$ cat config.mk
export PLATFORM = sky130hd
export DESIGN_NAME = telemetry_frame_encoder
export DESIGN_NICKNAME = d
export VERILOG_FILES = /design/src/rtl/tfe_pkg.sv /design/src/rtl/telemetry_frame_encoder.sv
export SDC_FILE = /design/constraint.sdc
export NUM_CORES = 1
export LEC_CHECK = 0
export ABC_CLOCK_PERIOD_IN_PS = 4280
export BUFFER_PORTS_ARGS = -buffer_cell sky130_fd_sc_hd__buf_2
export CAP_MARGIN = 10
export CELL_PAD_IN_SITES_DETAIL_PLACEMENT = 0
export CELL_PAD_IN_SITES_GLOBAL_PLACEMENT = 1
export CORE_ASPECT_RATIO = 1.2
export CORE_MARGIN = 2
export CORE_UTILIZATION = 31
export DETAILED_ROUTE_END_ITERATION = 7
export HOLD_SLACK_MARGIN = 0.06
export PLACE_DENSITY_LB_ADDON = 0.1
export RECOVER_POWER = 25
export SLEW_MARGIN = 20
export SYNTH_ARGS = -nofsm -noshare
export SYNTH_HDL_FRONTEND = slang
export SYNTH_SLANG_ARGS = --single-unit
$ cat constraint.sdc
create_clock -name clk -period 4.28 [get_ports clk]
set_clock_uncertainty 0.2 [all_clocks]
set_input_delay 0.856 -clock clk [delete_from_list [all_inputs] [get_ports clk]]
set_output_delay 0.856 -clock clk [all_outputs]
set_load 0.01 [all_outputs]
$ cat src/rtl/tfe_pkg.sv
// Shared constants, codes and the X.25 CRC step for the telemetry frame encoder.
// Used by telemetry_frame_encoder and its checker; depends on nothing else.
package tfe_pkg;

  // Frame constants.
  localparam logic [7:0]  START_BYTE = 8'hFE;
  localparam logic [15:0] CRC_INIT   = 16'hFFFF;

  // Input word kinds carried on s_tuser.
  localparam logic REQ_START   = 1'b0;
  localparam logic REQ_PAYLOAD = 1'b1;

  // Register select bit values (paddr[2]).
  localparam logic REG_SYSTEM_ID    = 1'b0;
  localparam logic REG_COMPONENT_ID = 1'b1;

  // Output buffer depth: a zero-length frame produces the most words.
  localparam int unsigned BURST_DEPTH = 8;
  localparam int unsigned COUNT_W     = $clog2(BURST_DEPTH + 1);

  // One byte of the reflected X.25 CRC-16.
  function automatic logic [15:0] crc_step(input logic [15:0] crc, input logic [7:0] b);
    logic [7:0] t;
    t = b ^ crc[7:0];
    t = t ^ {t[3:0], 4'b0000};
    return {8'h00, crc[15:8]} ^ {t, 8'h00} ^ {5'b00000, t, 3'b000} ^ {12'h000, t[7:4]};
  endfunction

endpackage

$ cat src/rtl/telemetry_frame_encoder.sv
// The first word of an item's output is offered in the cycle after the item is accepted.
// Throughput: while m_tready is high, a payload item that does not end its frame is taken every
// cycle; otherwise the input waits until the eight-word output buffer has drained, one word per
// ready cycle (6 words for a start item, 8 for a zero-length frame, 3 for a closing byte).
// Reset (rst, synchronous, active high) clears the sequence count, CRC, frame state and the
// output buffer, and sets system_id and component_id to 1.
//
// MAVLink v1 frame encoder: header, payload pass-through and CRC trailer.
// Depends on tfe_pkg.
module telemetry_frame_encoder (
  input  logic        clk,
  input  logic        rst,
  // Input words
  input  logic        s_tvalid,
  output logic        s_tready,
  input  logic [31:0] s_tdata,   // [7:0] message_id, [15:8] payload_length,
                                 // [23:16] crc_seed, [31:24] payload_byte
  input  logic        s_tuser,   // [0] req_type
  // Output words
  output logic        m_tvalid,
  input  logic        m_tready,
  output logic [7:0]  m_tdata,   // [7:0] frame_byte
  output logic        m_tlast,   // frame_end
  output logic        m_tuser,   // [0] stray_byte
  // Configuration
  input  logic        psel,
  input  logic        penable,
  input  logic        pwrite,
  input  logic [2:0]  paddr,
  input  logic [31:0] pwdata,
  output logic [31:0] prdata,
  output logic        pready
);
  import tfe_pkg::*;

  // Configuration registers.
  logic [7:0] system_id;
  logic [7:0] component_id;

  // Frame state.
  logic [7:0]  sequence_count, sequence_count_next;
  logic [15:0] running_crc, running_crc_next;
  logic [7:0]  bytes_left, bytes_left_next;
  logic [7:0]  saved_extra, saved_extra_next;
  logic        frame_open, frame_open_next;

  // Output buffer: slot 0 is on the master port, the rest shift down.
  logic [7:0]         burst_byte [BURST_DEPTH];
  logic               burst_last [BURST_DEPTH];
  logic               burst_stray[BURST_DEPTH];
  logic [COUNT_W-1:0] burst_count;

  logic [7:0]         load_byte [BURST_DEPTH];
  logic               load_last [BURST_DEPTH];
  logic               load_stray[BURST_DEPTH];
  logic [COUNT_W-1:0] load_count;

  logic        in_take, out_take;
  logic [7:0]  f_msg, f_len, f_extra, f_data;
  logic [15:0] crc_a, crc_b, crc_c, crc_d, crc_e, crc_x, crc_p;
  logic [7:0]  left_dec;

  assign f_msg   = s_tdata[7:0];
  assign f_len   = s_tdata[15:8];
  assign f_extra = s_tdata[23:16];
  assign f_data  = s_tdata[31:24];

  // Handshakes: take a new item once the buffer will be empty after this cycle.
  assign m_tvalid = (burst_count != '0);
  assign out_take = m_tvalid && m_tready;
  assign s_tready = (burst_count == '0) ||
                    ((burst_count == COUNT_W'(1)) && m_tready);
  assign in_take  = s_tvalid && s_tready;

  assign m_tdata = burst_byte[0];
  assign m_tlast = burst_last[0];
  assign m_tuser = burst_stray[0];

  // CRC chains for the header and for one payload byte.
  assign crc_a = crc_step(CRC_INIT, f_len);
  assign crc_b = crc_step(crc_a, sequence_count);
  assign crc_c = crc_step(crc_b, system_id);
  assign crc_d = crc_step(crc_c, component_id);
  assign crc_e = crc_step(crc_d, f_msg);
  assign crc_p = crc_step(running_crc, f_data);
  assign left_dec = bytes_left - 8'd1;

  // Trailer CRC: after the header for an empty frame, else after the payload byte.
  assign crc_x = (s_tuser == REQ_START) ? crc_step(crc_e, f_extra)
                                        : crc_step(crc_p, saved_extra);

  // Words and next state for the item at the input.
  always_comb begin
    for (int i = 0; i < BURST_DEPTH; i++) begin
      load_byte[i]  = 8'h00;
      load_last[i]  = 1'b0;
      load_stray[i] = 1'b0;
    end
    load_count          = '0;
    sequence_count_next = sequence_count;
    running_crc_next    = running_crc;
    bytes_left_next     = bytes_left;
    saved_extra_next    = saved_extra;
    frame_open_next     = frame_open;

    if (s_tuser == REQ_START) begin
      load_byte[0] = START_BYTE;
      load_byte[1] = f_len;
      load_byte[2] = sequence_count;
      load_byte[3] = system_id;
      load_byte[4] = component_id;
      load_byte[5] = f_msg;
      sequence_count_next = sequence_count + 8'd1;
      saved_extra_next    = f_extra;
      if (f_len == 8'd0) begin
        load_byte[6]     = crc_x[7:0];
        load_byte[7]     = crc_x[15:8];
        load_last[7]     = 1'b1;
        load_count       = COUNT_W'(8);
        running_crc_next = CRC_INIT;
        bytes_left_next  = 8'd0;
        frame_open_next  = 1'b0;
      end else begin
        load_count       = COUNT_W'(6);
        running_crc_next = crc_e;
        bytes_left_next  = f_len;
        frame_open_next  = 1'b1;
      end
    end else if (!frame_open) begin
      // Payload with no open frame: flag it and drop the byte.
      load_stray[0] = 1'b1;
      load_count    = COUNT_W'(1);
    end else begin
      load_byte[0] = f_data;
      if (left_dec == 8'd0) begin
        load_byte[1]     = crc_x[7:0];
        load_byte[2]     = crc_x[15:8];
        load_last[2]     = 1'b1;
        load_count       = COUNT_W'(3);
        running_crc_next = CRC_INIT;
        bytes_left_next  = 8'd0;
        frame_open_next  = 1'b0;
      end else begin
        load_count       = COUNT_W'(1);
        running_crc_next = crc_p;
        bytes_left_next  = left_dec;
      end
    end
  end

  // Frame state and configuration registers.
  always_ff @(posedge clk) begin
    if (rst) begin
      sequence_count <= 8'd0;
      running_crc    <= CRC_INIT;
      bytes_left     <= 8'd0;
      saved_extra    <= 8'd0;
      frame_open     <= 1'b0;
      system_id      <= 8'd1;
      component_id   <= 8'd1;
    end else begin
      if (in_take) begin
        sequence_count <= sequence_count_next;
        running_crc    <= running_crc_next;
        bytes_left     <= bytes_left_next;
        saved_extra    <= saved_extra_next;
        frame_open     <= frame_open_next;
      end
      if (psel && penable && pwrite && pready) begin
        if (paddr[2] == REG_SYSTEM_ID) begin
          system_id <= pwdata[7:0];
        end else begin
          component_id <= pwdata[7:0];
        end
      end
    end
  end

  // Output buffer fill count.
  always_ff @(posedge clk) begin
    if (rst) begin
      burst_count <= '0;
    end else if (in_take) begin
      burst_count <= load_count;
    end else if (out_take) begin
      burst_count <= burst_count - COUNT_W'(1);
    end
  end

  // Output buffer contents: load a whole item, or shift one word out.
  always_ff @(posedge clk) begin
    if (in_take) begin
      for (int i = 0; i < BURST_DEPTH; i++) begin
        burst_byte[i]  <= load_byte[i];
        burst_last[i]  <= load_last[i];
        burst_stray[i] <= load_stray[i];
      end
    end else if (out_take) begin
      for (int i = 0; i < BURST_DEPTH - 1; i++) begin
        burst_byte[i]  <= burst_byte[i+1];
        burst_last[i]  <= burst_last[i+1];
        burst_stray[i] <= burst_stray[i+1];
      end
    end
  end

  // Register reads; low address bits are ignored.
  assign pready = 1'b1;
  assign prdata = (paddr[2] == REG_COMPONENT_ID) ? {24'h000000, component_id}
                                                 : {24'h000000, system_id};

endmodule

==> results summary, run 1 <==
The flow ran to the end, and the final reports show no timing, DRC or antenna violations. In the global route stage, met3 resource usage came out at 0.0323. The leakage dissipation is slightly below 4 nW. After synthesis, the cell types taking the most area are sky130_fd_sc_hd__edfxtp_1, sky130_fd_sc_hd__dfxtp_1, sky130_fd_sc_hd__xnor2_1. The dominant cell by count in the synthesized netlist is sky130_fd_sc_hd__nand2_1. The first global-routing pass estimated around 38 mm of wire. Using the TritonRoute via totals, the vias-per-cell ratio works out to 4.69. In the final layout, the share of cells above drive strength 1 is 0.176. Of the total synthesized cell area, the portion taken by XOR and XNOR cells is 0.280.

By count the netlist is led by sky130_fd_sc_hd__nand2_1, sky130_fd_sc_hd__xnor2_1, sky130_fd_sc_hd__edfxtp_1, sky130_fd_sc_hd__dfxtp_1, sky130_fd_sc_hd__o21ai_0. For this run, the leading register cell type out of synthesis is sky130_fd_sc_hd__edfxtp_1. In this run the mean area of a mapped cell was 10.4 µm². The post-synthesis cell count is around 850. The leftover overflow at the end of global routing came out at 0.

Gates resized during post-CTS repair numbered 0. The root buffer selected by CTS is sky130_fd_sc_hd__clkbuf_16. The power density relative to cell area came out at 935 nW/µm². The post-route fraction of the period consumed by the critical path is 0.887. The arrival time at the worst endpoint is 3760 ps. The number of setup buffers added after CTS is 0.

The cell count after placement is between 1000 and 1500. The cell area after layout is approximately 10000 µm². The path class of the tightest hold or removal check is reg -> reg.

The pin slew with the least headroom to its limit came out at about 1400 ps. The count of cells in the finished layout, fillers not included, comes to 1305. The met1 usage is 0.224. STA puts the critical path data required time at 4240 ps. The number of hold-repair buffers added at the cts stage came out at 0. The CTS tree is done. The number of hold violations in the final report is 0. The biggest area consumer among synthesized cells is sky130_fd_sc_hd__edfxtp_1.

The antenna cell count came out at 0. CTS built an H-tree with a depth of 4. The top fanout value on the critical path is 8.

The number of cells traversed by the worst hold path is 1. The number of global-route vias before repair came out at 6358. For this run, the register share of the synthesized area comes to 0.409. The detailed router finished its first iteration with around 300 violations.

The total number of vias is about 6100. VDD sags by at most 0.000531 V. Across all setup checks in the final design, the least slack found is roughly 480 ps. 120 I/O pins were placed.

Derived from the worst setup path, the maximum achievable clock frequency is around 260 MHz. The number of iterations in the first detailed-routing pass is 5. The chip height is approximately 190 µm. The capturing element type of the critical path is a flop. Max-cap violations in this run came to 0. In the global route stage, met2 resource usage came out at 0.291. The routed wirelength normalized by instance count came out at between 15 and 20 µm. The count of clock tree sinks came out at about 140. The adder-cell share of the synthesized area is 0.00850. The combined global-route utilization of all metal layers came out at 0.174.

The relative slew slack came out at 0.0588. The buffer depth of the longest clock path came out at 2. The total cell area at the placement stage came out at roughly 9500 µm².

The estimated wirelength of the detail-placed design came out at between 15 and 20 mm. The dominant combinational cell family by area after synthesis is XOR/XNOR gates. The largest net degree at the start of global routing is 84.

Walking the worst path, the cells encountered are buf_2, xnor3_2, xor2_1, xor3_1, xor2_4, xnor3_2, xor2_1, xnor2_1, o21ai_1. After synthesis the netlist holds a flip-flop and latch count of around 140. For the final routed database, the setup TNS stands at 0 ps. The number of standard-cell rows in the floorplan is 67. The effective utilization at floorplan is 0.315.

After filler insertion, the fill cell instance count of the layout stands at between 2000 and 3000. Yosys printed 0 warnings. For the worst-skew pair, the clock arrives at the later sink with an insertion delay of 440 ps. The number of antenna violations at the first check in global routing came out at 0. The number of buffer and inverter instances along the worst setup path is 1. The max-slew violation count is 0. The relative area change from synthesis to final layout is 14.0%. The floorplan step set the die width to between 150 and 200 µm. The mapped cell area came out at between 8000 and 9000 µm². The delay of the slowest cell on the worst path came out at roughly 570 ps. Counting cells, the worst reg-to-reg path comes to 10. The slowest stage of the critical path is the sky130_fd_sc_hd__xor3_1 cell. The number of enable-type register cells in the synthesized netlist came out at around 80. The multiplexer share of the synthesized area is 0.0102. After detailed routing, the number of remaining DRC violations is 0.

The worst hold slack across all endpoints came out at ~280 ps. Overall power consumption after layout is estimated at between 9 and 10 mW. The critical path depth in cells is 9. The setup slack at placement came out at ~56 ps. The portion of synthesized cell area occupied by the leading cell type is 0.269.

Setup violations remaining at the end of the flow were counted as 0. The type of the worst setup path is in -> reg. The cell family contributing the most delay on the critical path is XOR/XNOR gates. The number of library cell types mapped by synthesis is 52.

The clock transition at the registers of the reported paths came out at roughly 70 ps. The time the worst path needs with I/O delays and setup came out at approximately 3800 ps. The core area came out at between 20000 and 30000 µm². The post-layout utilization of the core is 0.360. The number of input and output port buffers inserted is slightly below 70. In this run the remaining antenna-violating nets after routing total 0. The placer congestion estimate is 0.811. The die footprint came out at ~30000 µm². The worst setup path is launched from an input port.

The net count of the finished layout is slightly below 1000. Setup repair after global routing left no endpoint under its margin. Summed over all layers, the routed wires come to ~25 mm. The layer flagged by global routing as most heavily used is met2. The simple-gate area share of the yosys netlist came out at 0.120.

The fraction of registers with async set/reset is 0. The compound-gate portion of the synthesized area came to 0.111. The CTS buffer count came out at 17.
## final timing paths
kind | slack, ps | from | to
worst min-delay path | 280 | burst_stray[1][3] | burst_stray[1][3]
worst max register to register | 580 | burst_count[0] | burst_byte[0][29]
worst max-delay path | 480 | s_tdata[9] | burst_byte[1][18]
worst min register to register | 280 | burst_stray[1][3] | burst_stray[1][3]
## final cells by class
| type | instances | area, µm² | area share |
|---|---|---|---|
| multi-input cells | 640 | 4780 | 0.475 |
| flip-flops and latches | 141 | 3610 | 0.359 |
| repair buffers | 103 | 574 | 0.0570 |
| well taps | 379 | 474 | 0.0471 |
| clock buffers | 17 | 425 | 0.0423 |
| clock inverters | 15 | 160 | 0.0159 |
| inverters | 10 | 37.5 | 0.00373 |
## power breakdown
part | internal, mW | switching, mW
clock network | 0.867 | 0.640
registers | 2.12 | 0.210
logic | 2.46 | 3.12
## cell usage in the layout (no fill, tap or decap), types with 3 or more instances in the layout
| cell type | netlist | layout |
|---|---|---|
| sky130_fd_sc_hd__nand2_1 | 142 | 141 |
| sky130_fd_sc_hd__xnor2_1 | 94 | 94 |
| sky130_fd_sc_hd__edfxtp_1 | 79 | 79 |
| sky130_fd_sc_hd__dfxtp_1 | 62 | 62 |
| sky130_fd_sc_hd__o21ai_0 | 59 | 59 |
| sky130_fd_sc_hd__buf_2 | 4 | 57 |
| sky130_fd_sc_hd__a21oi_1 | 51 | 51 |
| sky130_fd_sc_hd__nor2_1 | 50 | 49 |
| sky130_fd_sc_hd__xor2_1 | 36 | 36 |
| sky130_fd_sc_hd__buf_4 | 37 | 30 |
| sky130_fd_sc_hd__conb_1 | 2 | 25 |
| sky130_fd_sc_hd__xnor3_1 | 21 | 21 |
| sky130_fd_sc_hd__a221oi_1 | 19 | 19 |
| sky130_fd_sc_hd__clkbuf_16 | 0 | 17 |
| sky130_fd_sc_hd__clkbuf_1 | 34 | 15 |
| sky130_fd_sc_hd__and2_1 | 15 | 13 |
| sky130_fd_sc_hd__xnor3_2 | 11 | 11 |
| sky130_fd_sc_hd__a211o_1 | 11 | 11 |
| sky130_fd_sc_hd__inv_1 | 9 | 9 |
| sky130_fd_sc_hd__mux2_2 | 8 | 8 |
| sky130_fd_sc_hd__xor3_1 | 8 | 8 |
| sky130_fd_sc_hd__a211oi_1 | 8 | 8 |
| sky130_fd_sc_hd__nor3_1 | 7 | 7 |
| sky130_fd_sc_hd__a31oi_1 | 7 | 7 |
| sky130_fd_sc_hd__xnor2_2 | 7 | 7 |
| sky130_fd_sc_hd__nand3_1 | 6 | 6 |
| sky130_fd_sc_hd__nor2b_1 | 6 | 6 |
| sky130_fd_sc_hd__o21ai_1 | 6 | 6 |
| sky130_fd_sc_hd__ha_1 | 6 | 6 |
| sky130_fd_sc_hd__xor2_2 | 5 | 5 |
| sky130_fd_sc_hd__inv_6 | 0 | 5 |
| sky130_fd_sc_hd__nand4_1 | 4 | 4 |
| sky130_fd_sc_hd__and3_1 | 3 | 3 |
| sky130_fd_sc_hd__nand2b_1 | 3 | 3 |
| sky130_fd_sc_hd__xor3_2 | 3 | 3 |
| sky130_fd_sc_hd__xnor2_4 | 3 | 3 |
| sky130_fd_sc_hd__nor4_1 | 3 | 3 |
| sky130_fd_sc_hd__clkinvlp_4 | 0 | 3 |
## cells by family (layout without fill, tap and decap cells)
family,count (synthesis),count (layout)
other,2,25
AO/OA/AOI/OAI,164,164
multiplexers,8,8
adder cells (fa/ha/maj),6,6
buffers and inverters,93,145
AND/OR/NAND/NOR,247,247
XOR/XNOR,190,190
flip-flops,141,141
## metal layers
layer / wire length, µm / part of all wire
met3: 840 / 0.033
met1: 11100 / 0.44
met5: 0 / 0
met2: 12700 / 0.50
met4: 604 / 0.024
## sequential cells by signal (all words and copies together), names as in the netlist, 4 cells and up
name            cells
burst_byte         64
running_crc        16
burst_last          8
burst_stray         8
bytes_left          8
component_id        8
saved_extra         8
sequence_count      8
system_id           8
burst_count         4
Note: power is estimated with default switching activity, not from simulation.
==> run 2, diff against run 1 <==
- ABC_AREA: not set -> 1
==> results summary, run 2 <==
The routed wirelength normalized by instance count came out at 17.6 µm (-9.2%). The number of storage elements in the synthesis netlist is 141 (unchanged). The buffer depth of the longest clock path is 2 (unchanged).

The run finished, with violations left. The capturing element type of the critical path is a flop. The adder-cell share of the synthesized area came out at 0.00755 (-0.000957). The wire length of the first global-routing pass came out at 50.0 mm (+32%).

The time the worst path needs with I/O delays and setup came to 3800 ps (+2.08 ps). Traced cell by cell, the critical path runs through buf_2, buf_4, xor2_1, nand3_1, nand3_4, nand2_4, nand2_4, nand2_2, nand2_2, nand2_4, inv_2, nand2_4, nand2_4, nand2_8, nand3_2, nand2_2, nand2_2, nand3_4, nand2_4, xor2_1, nand2_1, o31ai_1, o21ai_1. After synthesis, the cell types taking the most area are sky130_fd_sc_hd__edfxtp_1, sky130_fd_sc_hd__nand2_1, sky130_fd_sc_hd__dfxtp_1. The die footprint came out at 33500 µm² (+12%). The arrival time at the worst endpoint came out at 3760 ps (about the same). After synthesis, the most frequently instantiated cells are sky130_fd_sc_hd__nand2_1, sky130_fd_sc_hd__nand3_1, sky130_fd_sc_hd__inv_1, sky130_fd_sc_hd__edfxtp_1, sky130_fd_sc_hd__nor2_1.

In the layout the commonest cells are sky130_fd_sc_hd__nand2_1, sky130_fd_sc_hd__nand3_1, sky130_fd_sc_hd__inv_1. The count of routing violations after the opening detailed-route iteration came to 492 (+66%). The number of setup buffers added after CTS came to 0 (unchanged). sky130_fd_sc_hd__edfxtp_1 takes more of the synthesized area than any other cell. The number of hold violations in the final report came to 0 (unchanged).

The post-route fraction of the period consumed by the critical path came out at 0.888 (about the same). The mean instance size in the synthesized netlist is 7.45 µm² (-28%). The boundary pin count came out at 120 (unchanged). The number of enable-type register cells in the synthesized netlist came out at 79 (unchanged).

The CTS buffer count is 17 (unchanged). The mapped cell area is 9950 µm² (+13%). The number of antenna violations at the first check in global routing is 0 (unchanged). The setup slack at placement is -27.0 ps (-83.2 ps). The via density per instance came out at 4.74 (+0.97%). The largest registers in the layout are burst_byte (64), running_crc (16). The core area was 31400 µm² (+12%). The horizontal extent of the die came out at 168 µm (+6.0%). The top fanout value on the critical path came to 6 (-2). The fraction of final layout cells with drive strength greater than 1 is 0.215 (+0.0389).

Leaving out fill and tap cells, the most frequent cell in the layout is sky130_fd_sc_hd__nand2_1. The total of cells resized after clock tree synthesis came out at 0 (unchanged). The placer congestion estimate came out at 0.825 (+1.8%). The number of failing setup endpoints in the final timing report came out at 0 (unchanged). The compound-gate portion of the synthesized area came out at 0.107 (-0.00342).

The type of origin of the critical path is an input port. The type of the tightest min-delay check is reg -> reg. TritonCTS built the clock tree. The multiplexer share of the synthesized area came out at 0 (-0.0102).

The worst voltage drop across the vdd grid is 0.000281 V (-47%). The combined global-route utilization of all metal layers came out at 0.197 (+0.0236). The delay of the slowest cell on the worst path came out at 260 ps (-310 ps). The checks that failed: design-rule violations. The flip-flop count of the largest register, all copies and words added came out at 64 (unchanged).

The number of library cell types mapped by synthesis is 46 (-12%). The simple-gate area share of the yosys netlist came to 0.361 (+0.241). The pin slew with the least headroom to its limit came out at 1330 ps (-78.8 ps). The critical path is of the in -> reg type. The total negative slack for setup checks is 0 ps (unchanged). The estimated wirelength of the detail-placed design is 26.1 mm (+37%). The number of buffer and inverter instances along the worst setup path is 3 (+2). The post-route antenna net violation count came out at 0 (unchanged). The leakage dissipation is 5.26 nW (+33%). The chip height is 200 µm (+6.0%). The number of warnings printed during yosys synthesis came out at 0 (unchanged). The number of hold-repair buffers added at the cts stage is 0 (unchanged).

The number of global-route vias before repair came out at 8466 (+33%). The family of cells with the greatest summed delay on the critical path is simple AND/OR/NAND/NOR gates. The clock latency on the worst-skew pair is 430 ps (about the same). The maximum clock rate is 263 MHz (about the same). The clock transition at the registers of the reported paths came to 60 ps (about the same).

The effective utilization at floorplan is 0.316 (+0.00103). The portion of synthesized cell area occupied by the leading cell type is 0.238 (-0.0302). Relative to the synthesized area, the layout overhead comes to 16.4%. The DRC violations left is 9 (+9).

The number of standard-cell rows in the floorplan came out at 71 (+6.0%). The power density relative to cell area came out at 828 nW/µm² (-11%). The net count of the finished layout came to 1524 (+53%). The final-layout fill cell count was 3426 (+18%). The fraction of synthesized cell area in xor and xnor cells is 0.0595 (-0.220). The most common flop cell mapped by yosys is sky130_fd_sc_hd__edfxtp_1. The number of iterations in the first detailed-routing pass is 7 (+2). The data required time of the critical path came out at 4240 ps (about the same).

The max-slew violation count was 0 (unchanged). The total number of vias came out at 8796 (+44%). In this design, the critical path's most frequently occurring cell is sky130_fd_sc_hd__nand2_4. The leftover overflow at the end of global routing is 0 (unchanged). The number of input and output port buffers inserted is 68 (unchanged).

The count of clock tree sinks came to 141 (unchanged). The largest net degree at the start of global routing came out at 60 (-29%). The register with the most flip-flops in the final layout is burst_byte.

sky130_fd_sc_hd__nand2_1 is the most common cell in the netlist. The sequential element share of the synthesized area is 0.363 (-0.0461). The count of max-cap constraint violations came out at 0 (unchanged).

The antenna cell count was 0 (unchanged). The post-layout worst setup margin is 481 ps (-2.08 ps). CTS placed an instance of sky130_fd_sc_hd__clkbuf_16 at the clock tree root. Setup repair after global routing left no endpoint under its margin. The number of levels the H-tree was split into came out at 4 (unchanged). The fraction of registers with async set/reset came to 0 (unchanged). The cell type of the slowest stage on the worst timing path is sky130_fd_sc_hd__nand3_1. The relative slew slack was 0.111 (+0.0525). The post-synthesis cell count is 1335 (+57%). After synthesis, the largest family of logic cells by area is simple AND/OR/NAND/NOR gates. The detailed-route wire length came out at 32.6 mm (+29%).
## run 2: changes by cell type in the layout (fill, tap and decap cells not counted), sizes merged, moves of 11 or more
cell / change
or2: +12
xor3: -11
inv: +129
a21oi: +19
o31ai: +20
buf: +34
and2: -15
nand3: +153
xnor2: -80
nor2: +27
xnor3: -33
a221oi: -19
nand2: +303
## run 2: per-layer routing
layer	global-route usage	wire [µm]
met5	0	0
met2	0.348	16200
met3	0.0271	1010
met4	0.0618	754
met1	0.249	14700
## run 2: report_power, final
part / switching (mW) / leakage (nW) / internal (mW)
sequential: 0.196 / 1.30 / 2.14
combinational: 3.62 / 3.67 / 2.04
clock: 0.621 / 0.292 / 0.977
## run 2: kinds of logic (layout without fill, tap and decap cells)
kind of cell	after synthesis	in the layout
DFF	141	141
adders and majority gates	6	6
xor gates and xnor gates	65	65
buffers and inverters	219	317
other	2	25
and+or+nand+nor	714	714
AOI/OAI and AO/OA	188	188
## run 2: layout make-up
type | instances | area, µm² | area share
clock inverters | 14 | 191 | 0.0165
clock buffers | 18 | 429 | 0.0371
repair buffers | 140 | 862 | 0.0744
multi-input cells | 998 | 5440 | 0.469
inverters | 145 | 549 | 0.0474
flip-flops and latches | 141 | 3610 | 0.312
well taps | 401 | 502 | 0.0433
## run 2: stage by stage
stage	total power, mW	hold slack (ps)	std cells	instance area (µm²)	utilization
3_3_place_gp	8.08	211	1825	11000	0.350
6_report	9.59	221	1857	11600	0.368
4_1_cts	9.73	226	1857	11600	0.369
3_5_place_dp	8.09	216	1825	11000	0.350
5_1_grt	10.4	240	1857	11600	0.368
2_1_floorplan	6.07	203	1358	10000	-
## run 2: final timing paths
check                 endpoint  slack, ps         startpoint  cells after the start
max reg2reg  burst_byte[1][22]        690  sequence_count[3]                     24
min reg2reg  burst_stray[1][3]        220  burst_stray[1][3]                      2
max          burst_byte[1][22]        480         s_tdata[9]                     23
min          burst_stray[1][3]        220  burst_stray[1][3]                      2
## run 2: tightest hold or removal path: cells and delay by family (launching register included)
| family | cells | cell delay [ps] |
|---|---|---|
| AND/OR/NAND/NOR | 1 | 40 |
| flip-flops | 1 | 300 |
| buffers and inverters | 1 | 40 |
